<file path="config.mk">
export PLATFORM = sky130hd
export DESIGN_NAME = battery_charge_controller_flat
export DESIGN_NICKNAME = d
export VERILOG_FILES = /design/src/design/bcc_pkg.sv /design/src/design/bcc_if.sv /design/src/design/battery_charge_controller.sv /design/src/design/bcc_cfg_regs.sv /design/src/design/bcc_step.sv /design/src/flat_wrapper.sv
export SDC_FILE = /design/constraint.sdc
export NUM_CORES = 1
export LEC_CHECK = 0
export ABC_AREA = 1
export BUFFER_PORTS_ARGS = -buffer_cell sky130_fd_sc_hd__buf_2
export CAP_MARGIN = 10
export CORE_UTILIZATION = 30
export DETAILED_ROUTE_END_ITERATION = 8
export HOLD_SLACK_MARGIN = 0.02
export PLACE_DENSITY_LB_ADDON = 0.12
export SLEW_MARGIN = 20
export SYNTH_ARGS = -nofsm -noshare
export SYNTH_HDL_FRONTEND = slang
export SYNTH_SLANG_ARGS = --single-unit
</file>
<file path="constraint.sdc">
create_clock -name clk -period 8 [get_ports clk]
set_input_delay 0.4 -clock clk [delete_from_list [all_inputs] [get_ports clk]]
set_output_delay 0.4 -clock clk [all_outputs]
set_load 0.01 [all_outputs]
</file>
<file path="src/design/bcc_pkg.sv">
// Package for the battery charge controller.
// Holds field widths, command, mode, reason and register codes and shared structs.
// No dependencies.
package bcc_pkg;

	localparam int KIND_W   = 2;
	localparam int MINUTE_W = 12;
	localparam int MEAS_W   = 16;
	localparam int RAW_W    = 10;
	localparam int DUTY_W   = 8;
	localparam int REASON_W = 4;
	localparam int OVRUN_W  = 3;
	localparam int CFG_IDX_W  = 3;
	localparam int CFG_DATA_W = 16;

	// item kinds
	localparam logic [KIND_W-1:0] KIND_START  = 2'd0;
	localparam logic [KIND_W-1:0] KIND_SAMPLE = 2'd1;
	localparam logic [KIND_W-1:0] KIND_STOP   = 2'd2;

	// chemistry modes
	localparam logic [1:0] MODE_NICKEL = 2'd0;
	localparam logic [1:0] MODE_SLA    = 2'd1;

	// end reasons
	localparam logic [REASON_W-1:0] RSN_NONE     = 4'd0;
	localparam logic [REASON_W-1:0] RSN_TIMEOUT  = 4'd1;
	localparam logic [REASON_W-1:0] RSN_OVERVOLT = 4'd2;
	localparam logic [REASON_W-1:0] RSN_MINUS_DV = 4'd3;
	localparam logic [REASON_W-1:0] RSN_DT       = 4'd4;
	localparam logic [REASON_W-1:0] RSN_TAPER    = 4'd5;
	localparam logic [REASON_W-1:0] RSN_HOT      = 4'd6;
	localparam logic [REASON_W-1:0] RSN_COLD     = 4'd7;
	localparam logic [REASON_W-1:0] RSN_USER     = 4'd8;

	// configuration register indexes
	localparam logic [CFG_IDX_W-1:0] CFG_CHEM_MODE     = 3'd0;
	localparam logic [CFG_IDX_W-1:0] CFG_TIMEOUT       = 3'd1;
	localparam logic [CFG_IDX_W-1:0] CFG_MAX_VOLTAGE   = 3'd2;
	localparam logic [CFG_IDX_W-1:0] CFG_CV_VOLTAGE    = 3'd3;
	localparam logic [CFG_IDX_W-1:0] CFG_CC_CURRENT    = 3'd4;
	localparam logic [CFG_IDX_W-1:0] CFG_FINAL_CURRENT = 3'd5;
	localparam logic [CFG_IDX_W-1:0] CFG_TEMP_MAX      = 3'd6;
	localparam logic [CFG_IDX_W-1:0] CFG_TEMP_MIN      = 3'd7;

	// minutes before the falling voltage test is armed
	localparam logic [MINUTE_W-1:0] NDV_WAIT_MINUTES = 12'd10;

	localparam logic [DUTY_W-1:0]  DUTY_MAX   = 8'd255;
	localparam logic [OVRUN_W-1:0] OVRUN_MAX  = 3'd7;
	localparam logic [OVRUN_W-1:0] OVRUN_TRIP = 3'd4;
	localparam logic [RAW_W:0]     DT_RISE    = 11'd3;

	typedef struct packed {
		logic [1:0]          chem_mode;
		logic [MINUTE_W-1:0] timeout_minutes;
		logic [MEAS_W-1:0]   max_voltage;
		logic [MEAS_W-1:0]   cv_voltage;
		logic [MEAS_W-1:0]   cc_current;
		logic [MEAS_W-1:0]   final_current;
		logic [RAW_W-1:0]    temp_max;
		logic [RAW_W-1:0]    temp_min;
	} cfg_t;

	typedef struct packed {
		logic [KIND_W-1:0]   kind;
		logic [MINUTE_W-1:0] minute_count;
		logic [MEAS_W-1:0]   batt_voltage;
		logic [MEAS_W-1:0]   batt_current;
		logic [RAW_W-1:0]    batt_temp;
		logic [RAW_W-1:0]    raw_voltage;
		logic [RAW_W-1:0]    raw_temp;
	} item_t;

	typedef struct packed {
		logic [DUTY_W-1:0]   duty;
		logic [OVRUN_W-1:0]  ov_run;
		logic [MINUTE_W-1:0] seen_minute;
		logic [RAW_W-1:0]    prior_rv;
		logic [RAW_W-1:0]    prior_rt;
		logic                cv_phase;
		logic                halted;
		logic [REASON_W-1:0] reason;
	} state_t;

endpackage

</file>
<file path="src/design/bcc_if.sv">
// Handshake channels of the battery charge controller: sample input and result output.
// Depends on bcc_pkg for field widths.
interface bcc_in_if;
	logic                                valid;
	logic                                ready;
	logic [bcc_pkg::KIND_W-1:0]          kind;
	logic [bcc_pkg::MINUTE_W-1:0]        minute_count;
	logic [bcc_pkg::MEAS_W-1:0]          batt_voltage;
	logic [bcc_pkg::MEAS_W-1:0]          batt_current;
	logic [bcc_pkg::RAW_W-1:0]           batt_temp;
	logic [bcc_pkg::RAW_W-1:0]           raw_voltage;
	logic [bcc_pkg::RAW_W-1:0]           raw_temp;

	modport source(output valid, kind, minute_count, batt_voltage, batt_current,
		batt_temp, raw_voltage, raw_temp, input ready);
	modport sink(input valid, kind, minute_count, batt_voltage, batt_current,
		batt_temp, raw_voltage, raw_temp, output ready);
endinterface

interface bcc_out_if;
	logic                           valid;
	logic                           ready;
	logic [bcc_pkg::DUTY_W-1:0]     duty_out;
	logic                           stopped_out;
	logic [bcc_pkg::REASON_W-1:0]   end_reason;
	logic                           phase_out;

	modport source(output valid, duty_out, stopped_out, end_reason, phase_out,
		input ready);
	modport sink(input valid, duty_out, stopped_out, end_reason, phase_out,
		output ready);
endinterface

</file>
<file path="src/design/battery_charge_controller.sv">
// Battery charge controller: each transfer on the sample channel (start, measurement
// or user stop) yields exactly one result transfer with the PWM duty, the stopped
// flag, the kept end reason and the charge phase after that item. An accepted item
// sits in the input register until the result register is free, then the step logic
// updates the charger state and loads the result register, so one item is taken every
// cycle unless the result side stalls; only a stalled result register holds the input
// side. Write configuration only while no item is in flight.
// Depends on bcc_pkg, bcc_if, bcc_cfg_regs and bcc_step.
module battery_charge_controller (
	input  logic                            clk,
	input  logic                            arst_n,
	bcc_in_if.sink                          sample,
	bcc_out_if.source                       result,
	input  logic                            cfg_we,
	input  logic [bcc_pkg::CFG_IDX_W-1:0]   cfg_idx,
	input  logic [bcc_pkg::CFG_DATA_W-1:0]  cfg_wdata
);

	bcc_pkg::cfg_t   cfg;
	bcc_pkg::state_t st_q;
	bcc_pkg::state_t st_nxt;
	bcc_pkg::item_t  item_s1;
	logic            valid_s1;
	logic            res_valid_q;
	logic            adv;
	bcc_pkg::state_t res_q;

	bcc_cfg_regs u_cfg (
		.clk    (clk),
		.arst_n (arst_n),
		.we     (cfg_we),
		.idx    (cfg_idx),
		.wdata  (cfg_wdata),
		.cfg    (cfg)
	);

	bcc_step u_step (
		.cfg  (cfg),
		.st   (st_q),
		.item (item_s1),
		.nxt  (st_nxt)
	);

	// advance the held item once the result register is free
	assign adv          = valid_s1 && (!res_valid_q || result.ready);
	assign sample.ready = !valid_s1 || adv;

	always_ff @(posedge clk or negedge arst_n) begin
		if (!arst_n)
			valid_s1 <= 1'b0;
		else if (sample.ready)
			valid_s1 <= sample.valid;
	end

	always_ff @(posedge clk) begin
		if (sample.valid && sample.ready) begin
			item_s1.kind         <= sample.kind;
			item_s1.minute_count <= sample.minute_count;
			item_s1.batt_voltage <= sample.batt_voltage;
			item_s1.batt_current <= sample.batt_current;
			item_s1.batt_temp    <= sample.batt_temp;
			item_s1.raw_voltage  <= sample.raw_voltage;
			item_s1.raw_temp     <= sample.raw_temp;
		end
	end

	always_ff @(posedge clk or negedge arst_n) begin
		if (!arst_n) begin
			st_q        <= '0;
			res_valid_q <= 1'b0;
		end else if (adv) begin
			st_q        <= st_nxt;
			res_valid_q <= 1'b1;
		end else if (result.ready) begin
			res_valid_q <= 1'b0;
		end
	end

	always_ff @(posedge clk) begin
		if (adv)
			res_q <= st_nxt;
	end

	assign result.valid       = res_valid_q;
	assign result.duty_out    = res_q.duty;
	assign result.stopped_out = res_q.halted;
	assign result.end_reason  = res_q.reason;
	assign result.phase_out   = res_q.cv_phase;

	a_stop_zero_duty: assert property (@(posedge clk) disable iff (!arst_n)
		result.valid && result.stopped_out |-> result.duty_out == '0)
		else $error("stopped result with nonzero duty");

	a_halt_has_reason: assert property (@(posedge clk) disable iff (!arst_n)
		st_q.halted |-> st_q.reason != bcc_pkg::RSN_NONE)
		else $error("halted without an end reason");

	a_reason_kept: assert property (@(posedge clk) disable iff (!arst_n)
		st_q.halted && !(adv && item_s1.kind == bcc_pkg::KIND_START)
		|=> st_q.reason == $past(st_q.reason))
		else $error("end reason changed while halted");

	a_item_drains: assert property (@(posedge clk) disable iff (!arst_n)
		valid_s1 && !res_valid_q |=> res_valid_q)
		else $error("held item did not reach the result register");

endmodule

</file>
<file path="src/design/bcc_cfg_regs.sv">
// Configuration register file of the battery charge controller.
// Depends on bcc_pkg for the register indexes and the cfg_t struct.
module bcc_cfg_regs (
	input  logic                              clk,
	input  logic                              arst_n,
	input  logic                              we,
	input  logic [bcc_pkg::CFG_IDX_W-1:0]     idx,
	input  logic [bcc_pkg::CFG_DATA_W-1:0]    wdata,
	output bcc_pkg::cfg_t                     cfg
);

	bcc_pkg::cfg_t cfg_q;

	always_ff @(posedge clk or negedge arst_n) begin
		if (!arst_n) begin
			cfg_q.chem_mode       <= bcc_pkg::MODE_NICKEL;
			cfg_q.timeout_minutes <= 12'd65;
			cfg_q.max_voltage     <= 16'hFFFF;
			cfg_q.cv_voltage      <= '0;
			cfg_q.cc_current      <= '0;
			cfg_q.final_current   <= '0;
			cfg_q.temp_max        <= 10'd1023;
			cfg_q.temp_min        <= '0;
		end else if (we) begin
			case (idx)
				bcc_pkg::CFG_CHEM_MODE:     cfg_q.chem_mode       <= wdata[1:0];
				bcc_pkg::CFG_TIMEOUT:       cfg_q.timeout_minutes <= wdata[11:0];
				bcc_pkg::CFG_MAX_VOLTAGE:   cfg_q.max_voltage     <= wdata;
				bcc_pkg::CFG_CV_VOLTAGE:    cfg_q.cv_voltage      <= wdata;
				bcc_pkg::CFG_CC_CURRENT:    cfg_q.cc_current      <= wdata;
				bcc_pkg::CFG_FINAL_CURRENT: cfg_q.final_current   <= wdata;
				bcc_pkg::CFG_TEMP_MAX:      cfg_q.temp_max        <= wdata[9:0];
				bcc_pkg::CFG_TEMP_MIN:      cfg_q.temp_min        <= wdata[9:0];
				default: ;
			endcase
		end
	end

	assign cfg = cfg_q;

endmodule

</file>
<file path="src/design/bcc_step.sv">
// Next-state logic of the battery charge controller for one item.
// Pure combinational; depends on bcc_pkg for cfg_t, item_t, state_t and codes.
module bcc_step (
	input  bcc_pkg::cfg_t   cfg,
	input  bcc_pkg::state_t st,
	input  bcc_pkg::item_t  item,
	output bcc_pkg::state_t nxt
);

	function automatic bcc_pkg::state_t halt_with(input bcc_pkg::state_t s,
			input logic [bcc_pkg::REASON_W-1:0] r);
		bcc_pkg::state_t o;
		o = s;
		o.duty   = '0;
		o.halted = 1'b1;
		if (o.reason == bcc_pkg::RSN_NONE)
			o.reason = r;
		return o;
	endfunction

	function automatic logic [bcc_pkg::DUTY_W-1:0] regulate(
			input logic [bcc_pkg::DUTY_W-1:0] d,
			input logic [bcc_pkg::MEAS_W-1:0] meas,
			input logic [bcc_pkg::MEAS_W-1:0] target);
		logic [bcc_pkg::DUTY_W-1:0] o;
		o = d;
		if (meas < target) begin
			if (d != bcc_pkg::DUTY_MAX)
				o = d + 8'd1;
		end else if (meas > target) begin
			if (d != '0)
				o = d - 8'd1;
		end
		return o;
	endfunction

	bcc_pkg::state_t s;
	logic            done;
	logic [bcc_pkg::RAW_W:0] rt_limit;

	always_comb begin
		s        = st;
		done     = 1'b0;
		rt_limit = {1'b0, st.prior_rt} + bcc_pkg::DT_RISE;
		case (item.kind)
			bcc_pkg::KIND_START: begin
				s = '0;
			end
			bcc_pkg::KIND_STOP: begin
				s = halt_with(s, bcc_pkg::RSN_USER);
			end
			bcc_pkg::KIND_SAMPLE: begin
				if (!st.halted) begin
					if (cfg.chem_mode == bcc_pkg::MODE_NICKEL) begin
						if (item.minute_count > cfg.timeout_minutes) begin
							s    = halt_with(s, bcc_pkg::RSN_TIMEOUT);
							done = 1'b1;
						end else begin
							if (item.batt_voltage >= cfg.max_voltage) begin
								if (s.ov_run < bcc_pkg::OVRUN_MAX)
									s.ov_run = s.ov_run + 3'd1;
								if (s.ov_run >= bcc_pkg::OVRUN_TRIP) begin
									s    = halt_with(s, bcc_pkg::RSN_OVERVOLT);
									done = 1'b1;
								end
							end else begin
								s.ov_run = '0;
							end
							// slope tests run once per new minute
							if (!done && item.minute_count != st.seen_minute) begin
								s.seen_minute = item.minute_count;
								if (item.minute_count >= bcc_pkg::NDV_WAIT_MINUTES &&
										st.prior_rv != '0 && item.raw_voltage < st.prior_rv) begin
									s    = halt_with(s, bcc_pkg::RSN_MINUS_DV);
									done = 1'b1;
								end else begin
									s.prior_rv = item.raw_voltage;
									if (st.prior_rt != '0 && {1'b0, item.raw_temp} >= rt_limit) begin
										s    = halt_with(s, bcc_pkg::RSN_DT);
										done = 1'b1;
									end else begin
										s.prior_rt = item.raw_temp;
									end
								end
							end
							if (!done)
								s.duty = regulate(s.duty, item.batt_current, cfg.cc_current);
						end
					end else begin
						if (cfg.chem_mode == bcc_pkg::MODE_SLA &&
								item.minute_count > cfg.timeout_minutes) begin
							s = halt_with(s, bcc_pkg::RSN_TIMEOUT);
						end else if (item.batt_voltage >= cfg.max_voltage && !st.cv_phase) begin
							// enter constant voltage: drop duty by two
							s.duty     = (st.duty < 8'd2) ? '0 : st.duty - 8'd2;
							s.cv_phase = 1'b1;
						end else if (!st.cv_phase) begin
							s.duty = regulate(s.duty, item.batt_current, cfg.cc_current);
						end else begin
							s.duty = regulate(s.duty, item.batt_voltage, cfg.cv_voltage);
							if (item.batt_current < cfg.final_current)
								s = halt_with(s, bcc_pkg::RSN_TAPER);
						end
					end
					if (item.batt_temp > cfg.temp_max)
						s = halt_with(s, bcc_pkg::RSN_HOT);
					else if (item.batt_temp < cfg.temp_min)
						s = halt_with(s, bcc_pkg::RSN_COLD);
				end
			end
			default: ;
		endcase
	end

	assign nxt = s;

endmodule

</file>
<file path="src/flat_wrapper.sv">
// flat-port wrapper written by rule: the top's interface ports become plain ports
module battery_charge_controller_flat 
  (clk, arst_n, cfg_we, cfg_idx, cfg_wdata, sample_valid, sample_kind, sample_minute_count, sample_batt_voltage, sample_batt_current, sample_batt_temp, sample_raw_voltage, sample_raw_temp, sample_ready, result_valid, result_duty_out, result_stopped_out, result_end_reason, result_phase_out, result_ready);
  bcc_in_if sample_i ();
  bcc_out_if result_i ();
  input  logic clk;
  input  logic arst_n;
  input  logic cfg_we;
  input  logic [bcc_pkg::CFG_IDX_W-1:0] cfg_idx;
  input  logic [bcc_pkg::CFG_DATA_W-1:0] cfg_wdata;
  input wire logic [$bits(sample_i.valid)-1:0] sample_valid;
  input wire logic [$bits(sample_i.kind)-1:0] sample_kind;
  input wire logic [$bits(sample_i.minute_count)-1:0] sample_minute_count;
  input wire logic [$bits(sample_i.batt_voltage)-1:0] sample_batt_voltage;
  input wire logic [$bits(sample_i.batt_current)-1:0] sample_batt_current;
  input wire logic [$bits(sample_i.batt_temp)-1:0] sample_batt_temp;
  input wire logic [$bits(sample_i.raw_voltage)-1:0] sample_raw_voltage;
  input wire logic [$bits(sample_i.raw_temp)-1:0] sample_raw_temp;
  output wire logic [$bits(sample_i.ready)-1:0] sample_ready;
  output wire logic [$bits(result_i.valid)-1:0] result_valid;
  output wire logic [$bits(result_i.duty_out)-1:0] result_duty_out;
  output wire logic [$bits(result_i.stopped_out)-1:0] result_stopped_out;
  output wire logic [$bits(result_i.end_reason)-1:0] result_end_reason;
  output wire logic [$bits(result_i.phase_out)-1:0] result_phase_out;
  input wire logic [$bits(result_i.ready)-1:0] result_ready;
  assign sample_i.valid = sample_valid;
  assign sample_i.kind = sample_kind;
  assign sample_i.minute_count = sample_minute_count;
  assign sample_i.batt_voltage = sample_batt_voltage;
  assign sample_i.batt_current = sample_batt_current;
  assign sample_i.batt_temp = sample_batt_temp;
  assign sample_i.raw_voltage = sample_raw_voltage;
  assign sample_i.raw_temp = sample_raw_temp;
  assign sample_ready = sample_i.ready;
  assign result_valid = result_i.valid;
  assign result_duty_out = result_i.duty_out;
  assign result_stopped_out = result_i.stopped_out;
  assign result_end_reason = result_i.end_reason;
  assign result_phase_out = result_i.phase_out;
  assign result_i.ready = result_ready;
  battery_charge_controller u_core (.clk(clk), .arst_n(arst_n), .sample(sample_i), .result(result_i), .cfg_we(cfg_we), .cfg_idx(cfg_idx), .cfg_wdata(cfg_wdata));
endmodule
</file>
Word-level counts from Yosys, hierarchy flattened
Cells that the tools add are included.
- input port bits: 100
- flip-flop bits (word level): 239
- logic and storage cells: 175
- output and inout bits: 16
- add/sub/neg operators: 7
- reductions and logical operators: 35
- $lt $le $gt $ge: 15
- equal/unequal tests: 14
- multiplexer cells: 74
- bitwise operators: 1
- operators with widths (kind ; count):
    two-way mux 49 bit ; 16
    two-way mux 38 bit ; 5
    one-hot mux 49 bit (3 select lines) ; 1
    two-way mux 8 bit ; 15
    less-than comparator 16 bit ; 3
    two-way mux 41 bit ; 1
    two-way mux 35 bit ; 1
    two-way mux 33 bit ; 1
    > comparator 16 bit ; 2
    two-way mux 4 bit ; 8
    two-way mux 3 bit ; 7
    less-than comparator 10 bit ; 2
    nonzero test 10 bit ; 2
    adder 8 x 1 -> 8 bit (second input constant) ; 2
    >= comparator 16 bit ; 1
    two-way mux 1 bit ; 16
    != test 8 bit (second input constant) ; 2
    AND reduction 2 bit ; 8
    nonzero test 8 bit ; 2
    subtractor 8 x 1 -> 8 bit (second input constant) ; 2
    equality test 3 bit (second input constant) ; 4
    >= comparator 12 x 4 -> 1 bit (second input constant) ; 1
    > comparator 12 bit ; 1
    zero test 4 bit ; 3
    other kinds (24) ; 40

Longest topological paths before layout
Gate-level depths: netlist of run 1.
- depth after elaboration: 38
- mapped depth: 30
- gate-level depth less buffers: 30

Hierarchy
Synthesis of run 1 repeated with hierarchy kept, for this count alone.
- cell total of the unflattened synthesis: 1878
- area, all modules: 14815.5 µm²
- modules (own cells, without submodules) (module ; area each (µm²) ; times used ; cells an instance ; seq. area each (µm²)):
    bcc_step ; 6224.7 ; 1 ; 1128 ; 0.0
    battery_charge_controller ; 4733.3 ; 1 ; 313 ; 3978.8
    bcc_cfg_regs ; 3857.4 ; 1 ; 437 ; 2487.4

Worst setup path after synthesis of run 1
OpenSTA, ideal clock, no wires.
- kind: flip-flop to flip-flop
- from: register u_core.st_q[8] in the netlist's numbering
- to: register u_core.res_q, in the netlist u_core.result.duty_out[4], data pin
- clock period less this slack: 3.418 ns
- arrival time: 3.160 ns
- path buffers: 0
- library setup time: 0.258 ns
- stages on the path, launching flop included: 27
- data required time: 7.742 ns
- slack: 4.582 ns
- cells stage by stage: dfrtp_1 > inv_1 > a21oi_1 > nand3_1 > nor3_1 > nand3_1 > xor2_1 > inv_1 > ha_1 > nand2_1 > inv_1 > nand2_1 > nand3_1 > nand2_2 > nand2_4 > nand2_8 > nand3_2 > inv_1 > ha_1 > nand3_2 > nor2_8 > xor2_1 > nand3_1 > o211ai_1 > nand2_1 > nand2_1 > nand2_1
- RTL lines (item ; line ; source):
    start, declared ; battery_charge_controller.sv:20 ; bcc_pkg::state_t st_q;
    start signal, assigned ; battery_charge_controller.sv:72 ; st_q <= st_nxt;
    end signal, assigned ; battery_charge_controller.sv:81 ; res_q <= st_nxt;
    end, declared ; battery_charge_controller.sv:26 ; bcc_pkg::state_t res_q;

==> results.json, run 1 <==
{
  "hp-start": "sample_batt_current[2]",
  "rows": 78,
  "worstHoldEndpoint": "u_core.item_s1[32]",
  "cts_tree": "yes",
  "synth_fp_nets": 1830,
  "r2r_cells": 27,
  "setup_viol_count_final": 0,
  "nNetsFinal": 2014,
  "antenna_found_initial": 0,
  "wl_mm": 37.2,
  "r2r_slack_ns": 4.02,
  "avgSynthCellArea_um2": 8.60,
  "relSlewSlack": 0.294,
  "dieArea_mm2": 0.0469,
  "cts_made_buffers": 29,
  "vias": 11100,
  "grt_overflow_total": 0,
  "tightestPinTransition_ns": 1.05,
  "grt_usage": 0.161,
  "min_path_cells": 1,
  "cp_max_fo": 9,
  "dpl_cell_area_mm2": 0.0150,
  "cts-htree-levels": 1,
  "report.final.hold_viol_count": 0,
  "synth_area_mm2": 0.0138,
  "drc": 0,
  "postLayoutCellArea_mm2": 0.0168,
  "clock-sinks": 239,
  "setup.worst_path.end_class": "register",
  "crit_arrival_ns": 4.31,
  "syn_inst": 1606,
  "async_flop_share": 0.623,
  "seq_area_frac_synth": 0.468,
  "synth_seq_cells": 239,
  "chipWidth_um": 217,
  "r2r_start": "u_core.st_q[8]",
  "yosysWarnings": 0,
  "rsz0062_at_grt": "false",
  "area_delta_synth_final_pct": 21.4,
  "startpoint_type": "register",
  "yosysUniqueCellTypes": 52,
  "total_leakage_power_nw": 7.80,
  "cts_max_path_buffers": 3,
  "diodes": 0,
  "fmax_mhz": 251,
  "grt_pass1_vias": 11100,
  "initialDrtViolationCount": 633,
  "reg2reg_to": "u_core.result.duty_out[0]",
  "final.min_clock_period_ns": 3.98,
  "die-height_um": 217,
  "hold_class": "input port to register",
  "p_per_area_mw_per_mm2": 244,
  "viasPerCell": 4.62,
  "firstDrtPassIters": 5,
  "io_pins": 116,
  "power.total_mw": 4.10,
  "port_buffers": 115,
  "hold_ws_ns": 0.0516,
  "postRouteAntennaNets": 0,
  "clk_pin_slew_ns": 0.06,
  "tns_ns": 0,
  "finClkSkew_ns": 0.0117,
  "ys.flop_type": "dfrtp_1",
  "status": "completed",
  "drive_gt1_frac": 0.136,
  "worst_skew_pair.late_latency_ns": 0.58,
  "post-route-period-util": 0.497,
  "required_ns": 8.33,
  "grt_pass1_wl_mm": 59.9,
  "coreArea_mm2": 0.0454,
  "grt_start_max_net_pins": 85,
  "vdd_drop_max_v": 0.000159,
  "criticalPathCategory": "register to register",
  "gp_congestion": 0.858,
  "synth_edf_count": 90,
  "cts_root_buffer": "clkbuf_16",
  "wire_per_inst_um": 15.4,
  "drv_slew": 0,
  "start_util": 0.304,
  "drv_cap": 0,
  "hpwl_mm": 26.7
}
[timing repair]
item / CTS / global route
endpoints found under the setup margin: 0 / 0
hold endpoints to repair: 147 / 0
setup buffers: 0 / 0
hold buffers: 77 / 0
resized for setup: 0 / 0
[report_power, final]
| part | total, mW | internal (mW) | switching (mW) |
|---|---|---|---|
| logic | 1.15 | 0.418 | 0.735 |
| registers | 1.59 | 1.48 | 0.117 |
| clock network | 1.35 | 0.810 | 0.542 |
| total | 4.10 | 2.70 | 1.39 |
[metal layers]
layer | vias up | part of all wire | GRT usage
met5 | - | 0 | 0
met4 | 0 | 0.021 | 0.0385
met3 | 49 | 0.039 | 0.0198
met2 | 202 | 0.46 | 0.267
met1 | 5185 | 0.48 | 0.222
li1 | 5702 | - | -
[cells in the mapped netlist (2+ instances only)]
master / instances / area share
or2_1: 2 / 0.00091
nand4_2: 3 / 0.0027
nand4_1: 25 / 0.011
a21oi_2: 3 / 0.0019
nand3_2: 3 / 0.0022
nand2_4: 2 / 0.0016
nand2_2: 8 / 0.0036
o2111ai_1: 6 / 0.0038
edfxtp_1: 90 / 0.20
o21ai_2: 4 / 0.0025
inv_1: 241 / 0.066
buf_2: 5 / 0.0018
nand3b_1: 3 / 0.0016
nand2_1: 361 / 0.098
a21oi_1: 69 / 0.025
o22ai_1: 2 / 0.00091
dfstp_2: 28 / 0.053
o211ai_1: 23 / 0.013
clkbuf_1: 31 / 0.0084
nor2_1: 77 / 0.021
nand2_8: 2 / 0.0029
o31ai_1: 2 / 0.0011
xnor2_1: 3 / 0.0019
nor2_2: 2 / 0.00091
o21ai_1: 14 / 0.0051
xor2_1: 19 / 0.012
inv_2: 12 / 0.0033
dfrtp_1: 121 / 0.22
nand3_1: 87 / 0.032
ha_1: 124 / 0.11
o21ai_0: 180 / 0.065
buf_4: 4 / 0.0022
a31oi_1: 2 / 0.00091
a211oi_1: 2 / 0.0011
nor4_1: 3 / 0.0014
nor2_4: 6 / 0.0049
nor3_1: 16 / 0.0058
o21a_1: 5 / 0.0027
nand3_4: 2 / 0.0025
a21o_1: 2 / 0.0011
[critical path, cell delays in order, from the launching register on]
cell     delay [ns]
dfrtp_1        0.40
inv_1          0.09
a21oi_1        0.19
nand3_1        0.16
nor3_1         0.29
nand3_1        0.14
xor2_1         0.15
inv_1          0.05
ha_1           0.26
nand2_1        0.07
inv_1          0.04
nand2_1        0.06
nand3_1        0.08
nand2_2        0.11
nand2_4        0.08
nand2_8        0.13
nand3_2        0.16
inv_1          0.15
ha_1           0.19
nand3_2        0.14
nor2_8         0.15
nand4_2        0.11
nand2_2        0.11
nand3_1        0.08
nand3_1        0.11
nand2_1        0.06
nand2_1        0.11
nand2_2        0.05
[area by class of cell]
type,count,area [um2]
Fill cell,4664,28600
Sequential cell,239,6470
Tap cell,600,751
Timing Repair Buffer,195,1380
Multi-Input combinational cell,1071,6230
Inverter,254,955
Clock inverter,11,128
Clock buffer,43,860
[cell usage in the layout, fill, tap and decap left out, types with 6 or more instances in the layout]
| cell | n |
|---|---|
| nand2_1 | 361 |
| inv_1 | 239 |
| o21ai_0 | 180 |
| ha_1 | 124 |
| dfrtp_1 | 121 |
| buf_2 | 114 |
| edfxtp_1 | 90 |
| nand3_1 | 86 |
| dlygate4sd3_1 | 77 |
| nor2_1 | 76 |
| a21oi_1 | 69 |
| clkbuf_16 | 30 |
| dfstp_2 | 28 |
| nand4_1 | 25 |
| o211ai_1 | 23 |
| xor2_1 | 19 |
| nor3_1 | 15 |
| o21ai_1 | 14 |
| inv_2 | 12 |
| nand2_2 | 8 |
| clkbuf_1 | 7 |
| nor2_4 | 6 |
| clkbuf_8 | 6 |
[per-stage QoR]
stage | utilization | instances | worst slack [ns]
finish | 0.369 | 2413 | 4.02
global placement | 0.331 | 2282 | 4.10
CTS | 0.369 | 2413 | 4.05
floorplan | - | 1606 | 4.58
detailed placement | 0.331 | 2282 | 4.06
global route | 0.369 | 2413 | 3.65
[cells by family after synthesis]
| kind of cell | Yosys count | share of synthesized area |
|---|---|---|
| AND/OR/NAND/NOR | 608 | 0.197 |
| AO/OA/AOI/OAI | 317 | 0.126 |
| buffers and inverters | 296 | 0.0821 |
| flip-flops | 239 | 0.468 |
| adder cells (fa/ha/maj) | 124 | 0.112 |
| XOR/XNOR | 22 | 0.0140 |
[worst max path at each step]
stage / start / to / slack [ns] / cells after the start
finish: u_core.st_q[8] / u_core.result.duty_out[0] / 4.02 / 27
global route: u_core.st_q[8] / u_core.st_q[41] / 3.65 / 29
CTS: u_core.st_q[8] / u_core.result.duty_out[0] / 4.05 / 27
detailed placement: u_core.st_q[8] / u_core.result.duty_out[0] / 4.06 / 27
global placement: u_core.st_q[8] / u_core.result.duty_out[0] / 4.10 / 27
floorplan: u_core.st_q[8] / u_core.result.duty_out[4] / 4.58 / 26
[registers in the layout, summed over array words and instances (netlist names)]
| register | flops |
|---|---|
| u_core.valid_s1 | 1 |
| u_core.result.end_reason | 4 |
| u_core.item_s1 | 76 |
| u_core.result.valid | 1 |
| u_core.result.stopped_out | 1 |
| u_core.result.duty_out | 8 |
| u_core.u_cfg.cfg | 98 |
| u_core.st_q | 49 |
| u_core.result.phase_out | 1 |
No activity file was read; power rests on OpenSTA's default activity.
==> run 2, diff against run 1 <==
- clock period: 8 -> 3.6 ns (I/O delays scaled with it)
==> results.json, run 2 (synthesized netlist as in run 1, its figures left out) <==
{
  "grt_start_max_net_pins": 80,
  "clock-sinks": 239,
  "wl_mm": 38.2,
  "required_ns": 4.10,
  "start_util": 0.304,
  "grt_pass1_wl_mm": 61.6,
  "cts_root_buffer": "clkbuf_16",
  "clk_pin_slew_ns": 0.06,
  "report.final.hold_viol_count": 0,
  "hold_class": "input port to register",
  "crit_arrival_ns": 3.96,
  "diodes": 0,
  "coreArea_mm2": 0.0454,
  "relSlewSlack": 0.323,
  "power.total_mw": 9.32,
  "hpwl_mm": 27.5,
  "die-height_um": 217,
  "io_pins": 116,
  "tns_ns": 0,
  "chipWidth_um": 217,
  "final.min_clock_period_ns": 3.46,
  "rows": 78,
  "post-route-period-util": 0.962,
  "worst_skew_pair.late_latency_ns": 0.56,
  "port_buffers": 115,
  "r2r_cells": 30,
  "dieArea_mm2": 0.0469,
  "r2r_slack_ns": 0.14,
  "largest_reg_flops": 98,
  "postRouteAntennaNets": 0,
  "cts-htree-levels": 1,
  "drive_gt1_frac": 0.166,
  "antenna_found_initial": 0,
  "cts_max_path_buffers": 3,
  "finalWorstSetupSlack_ns": 0.137,
  "fin_cells": 2468,
  "initialDrtViolationCount": 635,
  "grt_pass1_vias": 11300,
  "setup_viol_count_final": 0,
  "swShare": 0.339,
  "gp_congestion": 0.885,
  "p_per_area_mw_per_mm2": 535,
  "drc": 0,
  "cts_tree": "yes",
  "grt_usage": 0.166,
  "place_inst": 2314,
  "vias": 11400,
  "min_path_cells": 3,
  "setup.worst_path.end_class": "register",
  "internal_power_mw": 6.16,
  "grt_overflow_total": 0,
  "finClkSkew_ns": 0.0163,
  "wire_per_inst_um": 15.5,
  "dp_slack_ns": -0.0706,
  "crit_path_max_incr_delay_ns": 0.33,
  "firstDrtPassIters": 5,
  "layout_common_cells": "nand2_1, inv_1, o21ai_0",
  "clkPwrFrac": 0.324,
  "vdd_drop_max_v": 0.000352,
  "drv_cap": 0,
  "cts_made_buffers": 30,
  "area_delta_synth_final_pct": 26.0,
  "viasPerCell": 4.61,
  "nNetsFinal": 2068,
  "rsz0062_at_grt": "true",
  "power_frac_seq": 0.379,
  "p_comb_frac": 0.297,
  "status": "completed",
  "crit_top_cell": "nand2_2",
  "cp_max_fo": 5,
  "total_leakage_power_nw": 8.10,
  "fmax_mhz": 289,
  "drv_slew": 0,
  "layout_commonest_cell": "nand2_1",
  "criticalPathCategory": "register to register",
  "hold_ws_ns": 0.0691,
  "p_sw_mw": 3.16,
  "critical-path-slowest-cell": "dfrtp_1",
  "tightestPinTransition_ns": 1.01,
  "startpoint_type": "register"
}
## run 2: changes by cell type in the layout (fill, tap and decap cells not counted), sizes merged
cell / delta
bufinv: -1
dlygate4sd3: +17
clkbuf: +4
buf: +36
clkinvlp: +1
inv: -1
clkinv: -1
## run 2: path summary, 6_finish.rpt
check,to,startpoint
max in group asynchronous,u_core.u_cfg.cfg[18],arst_n
setup / recovery,u_core.st_q[48],u_core.st_q[6]
hold / removal,u_core.u_cfg.cfg[0],cfg_wdata[0]
setup reg to reg,u_core.st_q[48],u_core.st_q[6]
hold reg to reg,u_core.u_cfg.cfg[44],u_core.u_cfg.cfg[44]
min in group asynchronous,u_core.st_q[45],arst_n
## run 2: power groups by stage
stage | clock [mW] | sequential (mW) | combinational [mW]
2_1_floorplan | 0 | 3.49 | 1.83
3_3_place_gp | 0 | 3.58 | 2.60
3_5_place_dp | 0 | 3.58 | 2.63
4_1_cts | 3.13 | 3.53 | 2.73
5_1_grt | 3.25 | 3.58 | 3.18
6_report | 3.02 | 3.53 | 2.77
## run 2: layout make-up
| type | count | area [um2] |
|---|---|---|
| Fill cell | 4630 | 28000 |
| Clock buffer | 47 | 927 |
| Multi-Input combinational cell | 1071 | 6390 |
| Sequential cell | 239 | 6470 |
| Inverter | 254 | 955 |
| Clock inverter | 9 | 72.6 |
| Tap cell | 600 | 751 |
| Timing Repair Buffer | 248 | 1840 |
## run 2: timing repair
item / 4_1_cts / 5_1_grt
endpoints found under the hold margin: 165 / 0
setup endpoints to repair: 13 / 18
hold buffers: 94 / 0
buffers inserted: 0 / 4
pin swaps: 0 / 18
gates resized for setup: 2 / 43
## run 2: worst max-delay path: cells and delay by family, from the launching register on
family	cells	cell delay [ns]
AO/OA/AOI/OAI	1	0.16
XOR/XNOR	1	0.15
adder cells (fa/ha/maj)	2	0.43
buffers and inverters	4	0.20
flip-flops	1	0.33
AND/OR/NAND/NOR	22	2.10
## run 2: routing by layer
layer	global-route usage	vias up	part of all wire
met3	0.0229	51	0.039
met2	0.269	196	0.45
met5	0	-	0
li1	-	5822	-
met1	0.233	5298	0.49
met4	0.0425	0	0.019
## run 2: per-stage QoR
| step | util | area (um2) |
|---|---|---|
| 3_5_place_dp | 0.336 | 15300 |
| 3_3_place_gp | 0.336 | 15300 |
| 4_1_cts | 0.379 | 17200 |
| 2_1_floorplan | - | 13800 |
| 6_report | 0.383 | 17400 |
| 5_1_grt | 0.383 | 17400 |
